[src/hri_pkg.sv]
// Shared types, constants and lookup functions for the Halton radical inverse block.
// Used by hri_ctrl, hri_datapath and halton_radical_inverse; depends on nothing else.
`timescale 1ns / 1ps
`default_nettype none

package hri_pkg;

    // Default values for the top-level parameters.
    localparam int INDEX_BITS_DEF = 24;

    // Highest number of dimensions that the block produces.
    localparam int MAX_DIMS = 8;

    // Field and register widths.
    localparam int COORD_BITS    = 32;
    localparam int DIM_BITS      = 3;
    localparam int NUM_DIMS_BITS = 4;
    localparam logic [NUM_DIMS_BITS-1:0] NUM_DIMS_RESET = 4'd2;

    // Prime bases fit in five bits.
    localparam int PRIME_BITS = 5;

    // Reciprocal multipliers are ceil(2^29 / p); exact floor division for
    // any dividend below 2^24.
    localparam int RECIP_BITS  = 29;
    localparam int RECIP_SHIFT = 29;

    // The largest digit scale p^k for a 24-bit index is 13^7, below 2^26.
    localparam int SCALE_BITS = 26;

    // The final division yields four quotient bits per cycle.
    localparam int DIV_BITS_PER_CYCLE = 4;
    localparam int DIV_CYCLES         = COORD_BITS / DIV_BITS_PER_CYCLE;
    localparam int DIV_CNT_BITS       = $clog2(DIV_CYCLES);

    // Controller states.
    typedef enum logic [1:0] {
        ST_IDLE,
        ST_DIGITS,
        ST_DIVIDE,
        ST_EMIT
    } state_t;

    // Commands from the controller to the datapath.
    typedef struct packed {
        logic                load_index;
        logic                start_dim;
        logic                digit_step;
        logic                div_start;
        logic                div_step;
        logic                emit;
        logic [DIM_BITS-1:0] dim;
        logic                last;
    } cmd_t;

    // Status from the datapath to the controller.
    typedef struct packed {
        logic n_zero;
        logic b_pending;
    } status_t;

    // Prime base of each dimension.
    function automatic logic [PRIME_BITS-1:0] prime_of(input logic [DIM_BITS-1:0] dim);
        logic [PRIME_BITS-1:0] p;
        unique case (dim)
            3'd0:    p = 5'd2;
            3'd1:    p = 5'd3;
            3'd2:    p = 5'd5;
            3'd3:    p = 5'd7;
            3'd4:    p = 5'd11;
            3'd5:    p = 5'd13;
            3'd6:    p = 5'd17;
            3'd7:    p = 5'd19;
            default: p = 5'd2;
        endcase
        return p;
    endfunction

    // Reciprocal multiplier ceil(2^29 / p) of each dimension's prime.
    function automatic logic [RECIP_BITS-1:0] recip_of(input logic [DIM_BITS-1:0] dim);
        logic [RECIP_BITS-1:0] m;
        unique case (dim)
            3'd0:    m = 29'd268435456;
            3'd1:    m = 29'd178956971;
            3'd2:    m = 29'd107374183;
            3'd3:    m = 29'd76695845;
            3'd4:    m = 29'd48806447;
            3'd5:    m = 29'd41297763;
            3'd6:    m = 29'd31580642;
            3'd7:    m = 29'd28256364;
            default: m = 29'd268435456;
        endcase
        return m;
    endfunction

endpackage

`default_nettype wire

[src/hri_ctrl.sv]
// Controller state machine of the Halton radical inverse block.
// Sequences digit extraction, division and result hand-off; uses hri_pkg.
`timescale 1ns / 1ps
`default_nettype none

module hri_ctrl
    import hri_pkg::*;
(
    input  wire logic                     clk,
    input  wire logic                     rst_n,
    input  wire logic                     cfg_we,
    input  wire logic [NUM_DIMS_BITS-1:0] cfg_wdata,
    input  wire logic                     in_valid,
    output logic                          in_stall,
    output logic                          out_valid,
    input  wire logic                     out_stall,
    input  wire status_t                  status,
    output cmd_t                          cmd
);

    state_t                   state_reg, state_next;
    logic [DIM_BITS-1:0]      dim_reg, dim_next;
    logic [DIM_BITS-1:0]      last_dim_reg, last_dim_next;
    logic [DIV_CNT_BITS-1:0]  div_cnt_reg, div_cnt_next;
    logic [NUM_DIMS_BITS-1:0] num_dims_reg;
    logic                     out_valid_reg, out_valid_next;
    logic [NUM_DIMS_BITS-1:0] eff_dims;

    // Dimension count clamped to the supported range.
    always_comb
    begin
        if (num_dims_reg == '0)
        begin
            eff_dims = NUM_DIMS_BITS'(1);
        end
        else if (num_dims_reg > NUM_DIMS_BITS'(MAX_DIMS))
        begin
            eff_dims = NUM_DIMS_BITS'(MAX_DIMS);
        end
        else
        begin
            eff_dims = num_dims_reg;
        end
    end

    // Configuration register.
    always_ff @(posedge clk or negedge rst_n)
    begin
        if (!rst_n)
        begin
            num_dims_reg <= NUM_DIMS_RESET;
        end
        else if (cfg_we)
        begin
            num_dims_reg <= cfg_wdata;
        end
    end

    // State and counter registers.
    always_ff @(posedge clk or negedge rst_n)
    begin
        if (!rst_n)
        begin
            state_reg     <= ST_IDLE;
            dim_reg       <= '0;
            last_dim_reg  <= '0;
            div_cnt_reg   <= '0;
            out_valid_reg <= 1'b0;
        end
        else
        begin
            state_reg     <= state_next;
            dim_reg       <= dim_next;
            last_dim_reg  <= last_dim_next;
            div_cnt_reg   <= div_cnt_next;
            out_valid_reg <= out_valid_next;
        end
    end

    // Next state and datapath commands.
    always_comb
    begin
        state_next    = state_reg;
        dim_next      = dim_reg;
        last_dim_next = last_dim_reg;
        div_cnt_next  = div_cnt_reg;
        cmd           = '0;
        cmd.dim       = dim_reg;
        cmd.last      = (dim_reg == last_dim_reg);
        in_stall      = (state_reg != ST_IDLE);

        unique case (state_reg)
            ST_IDLE:
            begin
                if (in_valid)
                begin
                    cmd.load_index = 1'b1;
                    dim_next       = '0;
                    last_dim_next  = DIM_BITS'(eff_dims - NUM_DIMS_BITS'(1));
                    state_next     = ST_DIGITS;
                end
            end
            ST_DIGITS:
            begin
                // Digits are done once the index is zero and no digit is in flight.
                if (status.n_zero && !status.b_pending)
                begin
                    cmd.div_start = 1'b1;
                    div_cnt_next  = '0;
                    state_next    = ST_DIVIDE;
                end
                else
                begin
                    cmd.digit_step = 1'b1;
                end
            end
            ST_DIVIDE:
            begin
                cmd.div_step = 1'b1;
                if (div_cnt_reg == DIV_CNT_BITS'(DIV_CYCLES - 1))
                begin
                    state_next = ST_EMIT;
                end
                else
                begin
                    div_cnt_next = div_cnt_reg + DIV_CNT_BITS'(1);
                end
            end
            ST_EMIT:
            begin
                // The output register takes a new item once the old one is gone.
                if (!out_valid_reg || !out_stall)
                begin
                    cmd.emit = 1'b1;
                    if (dim_reg == last_dim_reg)
                    begin
                        state_next = ST_IDLE;
                    end
                    else
                    begin
                        dim_next      = dim_reg + DIM_BITS'(1);
                        cmd.start_dim = 1'b1;
                        state_next    = ST_DIGITS;
                    end
                end
            end
            default:
            begin
                state_next = ST_IDLE;
            end
        endcase
    end

    // Output valid flag.
    always_comb
    begin
        if (cmd.emit)
        begin
            out_valid_next = 1'b1;
        end
        else if (!out_stall)
        begin
            out_valid_next = 1'b0;
        end
        else
        begin
            out_valid_next = out_valid_reg;
        end
    end

    assign out_valid = out_valid_reg;

endmodule

`default_nettype wire

[config.mk]
export PLATFORM = sky130hd
export DESIGN_NAME = hri_ctrl
export DESIGN_NICKNAME = d
export VERILOG_FILES = /design/src/hri_pkg.sv /design/src/hri_ctrl.sv
export SDC_FILE = /design/constraint.sdc
export NUM_CORES = 1
export LEC_CHECK = 0
export ABC_AREA = 1
export BUFFER_PORTS_ARGS = -buffer_cell sky130_fd_sc_hd__buf_4
export CORE_MARGIN = 1.5
export CORE_UTILIZATION = 40
export DETAILED_ROUTE_END_ITERATION = 16
export SLEW_MARGIN = 20
export SYNTH_ARGS = -nofsm -noshare
export SYNTH_HDL_FRONTEND = slang
export SYNTH_SLANG_ARGS = --single-unit
[constraint.sdc]
create_clock -name clk -period 1.7 [get_ports clk]
set_clock_uncertainty 0.15 [all_clocks]
set_input_delay 0.34 -clock clk [delete_from_list [all_inputs] [get_ports clk]]
set_output_delay 0.34 -clock clk [all_outputs]
set_load 0.02 [all_outputs]
==> results of run 1 <==
-- cell type report --
cell class,instances,area [µm²]
multi-input combinational,77,519.2
inverter,18,70.07
tap,28,35.03
clock buffer,4,36.28
timing repair buffer,30,242.7
fill,212,904.6
sequential,16,404.1
-- logic make-up (layout without fill, tap and decap cells) --
| family | after synthesis | count (layout) | synth area share, % |
|---|---|---|---|
| buffers and inverters | 19 | 52 | 8.010 |
| adder cells (fa/ha/maj) | 8 | 8 | 10.68 |
| AO/OA/AOI/OAI | 15 | 15 | 10.68 |
| XOR/XNOR | 3 | 3 | 2.804 |
| multiplexers | 2 | 2 | 2.403 |
| AND/OR/NAND/NOR | 49 | 49 | 22.56 |
| flip-flops | 16 | 16 | 42.86 |
-- per-layer routing --
metal | routed length, µm | vias up | GRT usage (%)
li1 | - | 422 | -
met1 | 916 | 356 | 20.15
met2 | 864 | 15 | 29.49
met3 | 64 | 2 | 5.263
met4 | 13 | 0 | 2.632
met5 | 0 | - | 0
-- synthesized netlist by cell type --
cell type	n	share of area [%]
nand3_2	1	1.1
mux2_2	2	2.4
o21ai_0	8	4.3
ha_1	8	11
o22ai_4	1	2.1
dfrtp_1	15	40
buf_4	1	0.80
nand2_2	2	1.3
inv_1	17	6.8
nor2_2	2	1.3
o21ai_1	3	1.6
o31ai_1	1	0.80
o21ai_2	2	1.9
nand2_1	37	15
nand4_1	1	0.67
xor2_1	2	1.9
xnor2_1	1	0.93
nor3_1	2	1.1
nor2_1	2	0.80
inv_2	1	0.40
or2_4	1	0.93
nand3_1	1	0.53
dfstp_2	1	2.8
-- final timing paths --
check	end	depth (start not counted)	slack (ns)	from
hold reg to reg	div_cnt_reg[0]$_DFFE_PN0P_	1	0.36	div_cnt_reg[0]$_DFFE_PN0P_
max in group asynchronous	num_dims_reg[1]$_DFFE_PN1P_	2	0.85	rst_n
setup / recovery	cmd[4]	5	-0.11	state_reg[1]$_DFFE_PN0P_
hold / removal	num_dims_reg[3]$_DFFE_PN0P_	3	0.11	cfg_wdata[3]
min in group asynchronous	out_valid$_DFFE_PN0P_	2	0.28	rst_n
setup reg to reg	state_reg[1]$_DFFE_PN0P_	8	0.06	state_reg[0]$_DFFE_PN0P_
-- worst max-delay path: cells and delay by family, from the launching register on --
kind / cells / cell delay [ns]
flops: 1 / 0.41
fa+ha+maj: 1 / 0.19
buf+inv: 3 / 0.39
simple gates: 1 / 0.05
-- stage by stage --
| stage | setup WS (ns) | setup TNS (ns) | instances | total power [µW] |
|---|---|---|---|---|
| global route | -0.1790 | -1.287 | 173 | 2439 |
| CTS | -0.1369 | -0.6363 | 170 | 2119 |
| detailed placement | 0.06158 | 0 | 161 | 1722 |
| floorplan | 0.008593 | 0 | 112 | 1387 |
| finish | -0.1098 | -0.6247 | 173 | 2235 |
| global placement | 0.1149 | 0 | 161 | 1682 |
-- power breakdown --
group	internal [µW]	total [µW]	leakage (µW)	switching, µW
Sequential	510	618	0.000198	108
Combinational	609	1360	0.000476	754
Clock	130	253	0.0000210	123
-- timing repair --
item                                    CTS  global route
pin swaps                                 2             4
resized for setup                        16            12
setup buffers                             4             3
endpoints found under the hold margin    16             0
endpoints found under the setup margin    8            13
hold buffers                              1             0
==> results.md, run 1 <==
* Largest net degree at the start of global routing at 17
* RePlAce Congestion at just over 0.7
* Maximum VDD drop at a little under 0.9 mV
* Commonest cells after routing, fill and taps aside: nand2_1 (33), buf_4 (25), dfrtp_1 (13), inv_1 (9)
* First-pass DRT Iterations at 4
* Gr usage total at ~17%
* Core Util, Final at approximately 59%
* Die ar. at between 2000 and 3000 µm²
* Post-route setup slack at -0.1098 ns
* Num ports at 23
* Post-synth cell types at 23
* Worst-Margin Slew at approximately 0.22 ns
* CTS Buf Count at 3
* Mapped cell area at about 940 µm²
* Most common cell after layout, fill and taps aside: nand2_1
* Initial Utilization at a little over two fifths
* GRT Residual Overflow at 0
* CTS max path bufs at 2
* Layout cells sized above 1 at 44.83%
* Register bit total from synthesis at 16
* Failing checks: negative setup slack
* Synthesis Warnings at 0
* Antenna violations before repair at 0
* N_diodes at 0
* FMAX at roughly 0.55 GHz
* Slowest cell on crit path: dfrtp_1
* Routed vias/inst at approximately 4.6
* Period utilization at 106.5%
* Placement Cell Area at ~1100 µm²
* Pwr/cell area at between 1500 and 2000 nW/µm²
* Die Ht at ~51 µm
* Die Wd at 51.41 µm
* # setup viols final at 7
* Max-slew violations at 0
* DR vias at 795
* Status: finished, violations left
* Max cap viols at 0
* Clock Sinks at 16
* Most used cell, CP: buf_4
* Final wirelength at about 1.9 mm
* CTS tree: done
* RSZ-0062 raised after global routing: yes
* Clock Pin Slew Worst Setup and Hold Paths at 0.09 ns
* Dpl hpwl at between 1 and 1.5 mm
* Final nets at 165
* Post-synthesis net count at between 100 and 150
* Number of DRC markers in iteration 0 at 6
* Clock Tree Root: clkbuf_4
* Worst-skew pair later-pin latency at around 0.29 ns
* Max reg flops at 4
* Vias in the first global route at roughly 800
* I/O Buffers at 22
* Mapped Cells at 112
* Core area at around 2200 µm²
* Crit-path cells: buf_4, ha_2, inv_2, nor2_1, buf_4
* Endpoint class of the critical path: output pin
* Area growth from synthesis to layout at 39.52%
* Critical Path AT at roughly 1.3 ns
* Avg WL per Cell at about 11 µm
* Share of the yosys chip area belonging to registers at 42.86%
* Hold Vio Cnt, Final at 0
* Critical path fanouts, max at 4
* Leak at 0.0006950 µW
* Worst Hold Slack at about 0.11 ns
* First-pass GRT wire length at ~3.3 mm
* Residual DRC count at 0
* Htree depth at 1
* Site Rows at 17
* Type of the most critical hold path: primary input to register
* Worst Setup Start Kind: register
* Critical path class: register to output pin
* Crit path required time at roughly 1.2 ns
* Routed Antenna Nets at 0
* Final instance area at 1308 µm²
* Largest stage delay, worst path at about 0.41 ns
* Syn Area/Cell at 8.367 µm²
* Max-slew headroom at 85.52%
* Minimum clock period at roughly 1.8 ns
(Power assumes the default switching activity.)
==> inputs of run 2 (changes only) <==
==> constraint.sdc (replaced) <==
create_clock -name clk -period 1.85 [get_ports clk]
set_clock_uncertainty 0.15 [all_clocks]
set_input_delay 0.37 -clock clk [delete_from_list [all_inputs] [get_ports clk]]
set_output_delay 0.37 -clock clk [all_outputs]
set_load 0.02 [all_outputs]
==> run 2 against run 1 <==
Against the previous run: first-iteration DRC count unchanged; clock-buffer cell count unchanged; the run still ends with negative setup slack left; combinational power down 15%; hold slack better by 0.012 ns; power down 12%; cell area down 3.8%; non-clock buffer count down 2; sequential cell count unchanged; critical path type unchanged; sequential power down 7.6%; global-route usage down 0.50 points; sequential share of layout area up 1.2 points; via count down 1.9%.
==> results.md, run 2 (same netlist as run 1, synthesis figures left out) <==
* Clock Pin Slew Worst Setup and Hold Paths at about 0.1 ns
* M3 GR Usage at under 10%
* Worst Hold Slack at 0.1243 ns
* # setup viols final at 1
* Gr usage total at 16.21%
* Antenna violations before repair at 0
* Most common cell after layout, fill and taps aside: nand2_1
* Die ar. at about 2600 µm²
* CTS tree: done
* Routed Antenna Nets at 0
* Pwr/cell area at roughly 1600 nW/µm²
* Critical Path AT at between 1 and 1.5 ns
* Die Wd at just over 50 µm
* Largest stage delay, worst path at 0.42 ns
* Layout cells sized above 1 at a little over 40%
* Final nets at ~160
* Clock Sinks at 16
* Residual DRC count at 0
* CP delay by family, top: flip-flops
* Critical path class: register to output pin
* Critical path fanouts, max at 4
* Met2 usage at 25.85%
* Met1 GRT Util at roughly a fifth
* First-pass GRT wire length at 3.111 mm
* Final wirelength at ~1.8 mm
* Area growth from synthesis to layout at 34.18%
* Max cap viols at 0
* N_diodes at 0
* Max-slew violations at 0
* Site Rows at 17
* Vias in the first global route at 718
* Type of the most critical hold path: primary input to register
* Worst-Margin Slew at roughly 0.21 ns
* Commonest cells after routing, fill and taps aside: nand2_1 (36), buf_4 (26), dfrtp_1 (13), inv_1 (11), o21ai_0 (8)
* Internal at between 1000 and 1500 µW
* Largest net degree at the start of global routing at 17
* Die Ht at 51.41 µm
* Number of DRC markers in iteration 0 at 6
* Max reg flops at 4
* Core area at 2212 µm²
* Htree depth at 1
* RePlAce Congestion at about 0.73
* Endpoint class of the critical path: output pin
* Period utilization at 101.4%
* Switch share at between 40% and 50%
* DR vias at 780
* GR peak layer: met2
* FMAX at 0.5333 GHz
* Minimum clock period at roughly 1.9 ns
* Dpl hpwl at roughly 1.3 mm
* Worst Setup Start Kind: register
* Psw at 878.5 µW
* RSZ-0062 raised after global routing: yes
* Crit-path cells: inv_2, ha_4, inv_4, nor3_2, buf_4
* Num ports at 23
* Hold Vio Cnt, Final at 0
* Buf/Inv on CP at 3
* Avg WL per Cell at about 11 µm
* Pre-CTS WS at about 0.20 ns
* Crit path required time at about 1.3 ns
* Comb power frac at roughly three fifths
* Sequential share of power at between 20 and 30%
* Worst-skew pair later-pin latency at 0.29 ns
* Status: finished, violations left
* CTS Buf Count at 3
* First-pass DRT Iterations at 2
* Maximum VDD drop at ~0.96 mV
* Initial Utilization at around 42%
* Clock Tree Root: clkbuf_4
* I/O Buffers at 22
* CTS max path bufs at 2
* Routed vias/inst at approximately 4.6
* Post-route setup slack at -0.02512 ns
* Slowest cell on crit path: dfrtp_1
* Leak at a little under 0.0007 µW
* GRT Residual Overflow at 0
* Failing checks: negative setup slack
* Max-slew headroom at between 80% and 90%
* Clk pwr share at approximately an eighth
## run 2: final timing paths
path | start | endpoint | slack, ns | cells after the start
hold / removal | cfg_wdata[0] | num_dims_reg[0]$_DFFE_PN0P_ | 0.12 | 3
setup reg to reg | state_reg[1]$_DFFE_PN0P_ | state_reg[0]$_DFFE_PN0P_ | 0.22 | 9
setup / recovery | state_reg[1]$_DFFE_PN0P_ | cmd[6] | -0.03 | 5
max in group asynchronous | rst_n | num_dims_reg[1]$_DFFE_PN1P_ | 0.97 | 2
min in group asynchronous | rst_n | out_valid$_DFFE_PN0P_ | 0.32 | 2
hold reg to reg | div_cnt_reg[0]$_DFFE_PN0P_ | div_cnt_reg[0]$_DFFE_PN0P_ | 0.36 | 1
## run 2: per-stage QoR
step	util (%)	cells	total power (µW)	setup TNS, ns	instance area [µm²]
after floorplan	-	112	1274	0	937.1
after global placement	51.07	161	1548	0	1130
after detailed placement	51.07	161	1576	0	1130
after CTS	56.22	170	1934	-0.009477	1244
after global routing	56.84	171	2145	-0.2948	1257
final	56.84	171	1972	-0.02512	1257
## run 2: metal layers
| layer | wire length, µm | share of wire [%] |
|---|---|---|
| met2 | 856 | 47 |
| met5 | 0 | 0 |
| met4 | 35 | 1.9 |
| met1 | 869 | 47 |
| met3 | 75 | 4.1 |
## run 2: power groups by stage
stage	clock, µW	sequential [µW]	combinational [µW]
finish	238	571	1160
global route	257	589	1300
CTS	243	572	1120
detailed placement	0	564	1010
global placement	0	559	990
floorplan	0	578	696
## run 2: cell type report
cell class                 instances  area (µm²)
fill                             212       954.7
inverter                          18       70.07
tap                               28       35.03
multi-input combinational         77       495.5
clock buffer                       4       36.28
sequential                        16       404.1
timing repair buffer              28       216.5
## run 2: tightest hold or removal path, stage by stage
cell,delay [ns]
buf_4,0.08
nand2_1,0.03
o21ai_0,0.06
## run 2: repair_timing
item                                    in CTS  in global routing
hold buffers                                 1                  0
endpoints found under the setup margin       6                  7
setup buffers                                4                  1
resized for setup                           13                  5
endpoints found under the hold margin       15                  0
pin swaps                                    0                  2
==> inputs of run 3 (changes only) <==
--- a/config.mk
+++ b/config.mk
@@ -6,10 +6,11 @@
 export NUM_CORES = 1
 export LEC_CHECK = 0
 export ABC_AREA = 1
-export BUFFER_PORTS_ARGS = -buffer_cell sky130_fd_sc_hd__buf_4
 export CORE_MARGIN = 1.5
 export CORE_UTILIZATION = 40
 export DETAILED_ROUTE_END_ITERATION = 16
+export DONT_BUFFER_PORTS = 1
+export GPL_TIMING_DRIVEN = 0
 export SLEW_MARGIN = 20
 export SYNTH_ARGS = -nofsm -noshare
 export SYNTH_HDL_FRONTEND = slang
==> run 3 against run 2 <==
Against the previous run: the flow now finishes without violations; hold slack got worse by 0.094 ns; sequential share of layout area rose by 3.4 points; sequential power is 7.0% higher; clock power fell by 4%; clock-buffer cell count is the same; first-iteration DRC count unchanged; cell area down 9.0%; global-route usage fell by 2.3 points; register-to-register slack worse by 0.07 ns; setup slack better by 0.049 ns; non-clock buffer count is 20 lower.
==> results.md, run 3 (same netlist as run 1, synthesis figures left out) <==
* Status: finished clean
* Worst Setup Start Kind: register
* First-pass GRT wire length at about 2.7 mm
* Commonest cells after routing, fill and taps aside: nand2_1 (32), dfrtp_1 (11), inv_1 (10), o21ai_0 (8), buf_4 (7)
* Die Wd at approximately 50 µm
* Max-slew violations at 0
* RePlAce Congestion at between 0.7 and 0.8
* Gr usage total at ~14%
* Max cap viols at 0
* Die Ht at just over 50 µm
* RSZ-0062 raised after global routing: yes
* Critical Path AT at 1.31 ns
* CTS tree: done
* Period utilization at between 90% and 100%
* GRT Residual Overflow at 0
* Max-slew headroom at 51.13%
* # setup viols final at 0
* Site Rows at 17
* CTS Buf Count at 3
* Htree depth at 1
* Post-route setup slack at ~0.024 ns
* CTS max path bufs at 2
* Dpl hpwl at between 1 and 1.5 mm
* Critical path fanouts, max at 5
* Antenna violations before repair at 0
* Area growth from synthesis to layout at 22.16%
* Clock Pin Slew Worst Setup and Hold Paths at 0.10 ns
* Residual DRC count at 0
* Type of the most critical hold path: primary input to register
* Initial Utilization at between 40% and 50%
* Clock Tree Root: clkbuf_4
* Hold Vio Cnt, Final at 0
* Worst-skew pair later-pin latency at between 0.2 and 0.3 ns
* Layout cells sized above 1 at 38.21%
* Die ar. at about 2600 µm²
* Routed Antenna Nets at 0
* Maximum VDD drop at 0.6600 mV
* Avg WL per Cell at 10.66 µm
* Pwr/cell area at about 1600 nW/µm²
* Clock Sinks at 16
* Worst Hold Slack at 0.03012 ns
* N_diodes at 0
* TNS Setup at 0 ns
* Design Power at 1881 µW
* First-pass DRT Iterations at 4
* Minimum clock period at about 1.8 ns
* Max reg flops at 4
* Worst-Margin Slew at between 0.7 and 0.8 ns
* Number of DRC markers in iteration 0 at 6
* Vias in the first global route at 647
* Critical path class: register to output pin
* Pre-CTS WS at 0.03267 ns
* Crit path required time at between 1 and 1.5 ns
* Leak at about 0.00057 µW
* FMAX at between 0.5 and 0.6 GHz
* Num ports at 23
* Routed vias/inst at between 4 and 5
* Most common cell after layout, fill and taps aside: nand2_1
* I/O Buffers at 0
* Final nets at between 100 and 150
* Core Util, Final at between 50% and 60%
* DR vias at 729
* Endpoint class of the critical path: output pin
* Largest net degree at the start of global routing at 17
* Final wirelength at ~1.6 mm
* Core area at around 2200 µm²
-- run 3: final cells by class --
class,instances,area (µm²)
Sequential cell,16,406.6
Inverter,18,72.57
Clock buffer,4,36.28
Tap cell,28,35.03
Fill cell,223,1067
Buffer,1,7.507
Multi-Input combinational cell,77,531.8
Timing Repair Buffer,7,55.05
-- run 3: routing by layer --
| metal | wire length [µm] | up-vias | global-route usage (%) | part of all wire, % |
|---|---|---|---|---|
| met2 | 784 | 17 | 20.73 | 49 |
| met5 | 0 | - | 0 | 0 |
| met1 | 728 | 336 | 18.18 | 45 |
| met4 | 13 | 0 | 6.579 | 0.81 |
| li1 | - | 374 | - | - |
| met3 | 84 | 2 | 4.386 | 5.2 |
-- run 3: critical path: stages (launching register included) --
cell,delay [ns]
dfrtp_2,0.43
ha_2,0.25
inv_2,0.08
nor2_1,0.12
buf_4,0.15
-- run 3: path summary, 6_finish.rpt --
kind	startpoint	end	slack [ns]	cells after the start
max in group asynchronous	rst_n	dim_reg[0]$_DFFE_PN0P_	0.61	1
max reg2reg	state_reg[0]$_DFFE_PN0P_	div_cnt_reg[0]$_DFFE_PN0P_	0.15	8
min reg2reg	div_cnt_reg[0]$_DFFE_PN0P_	div_cnt_reg[0]$_DFFE_PN0P_	0.36	1
min	cfg_we	num_dims_reg[3]$_DFFE_PN0P_	0.03	1
max	state_reg[0]$_DFFE_PN0P_	cmd[4]	0.02	4
min in group asynchronous	rst_n	out_valid$_DFFE_PN0P_	0.43	1
-- run 3: metrics by stage --
step | instances | area [µm²]
2_1_floorplan | 112 | 937.1
3_3_place_gp | 140 | 972.2
3_5_place_dp | 140 | 972.2
4_1_cts | 145 | 1051
5_1_grt | 151 | 1145
6_report | 151 | 1145
-- run 3: power by group --
part | switching (µW) | internal (µW) | total, µW
clock | 109 | 120 | 229
sequential | 141 | 471 | 611
combinational | 622 | 419 | 1040
total | 872 | 1010 | 1880
-- run 3: repair_timing --
| item | CTS | global route |
|---|---|---|
| hold buffers | 1 | 0 |
| buffers inserted | 0 | 6 |
| gates resized for setup | 13 | 17 |
| pin swaps | 1 | 10 |
| setup endpoints to repair | 5 | 10 |
| hold endpoints to repair | 16 | 0 |
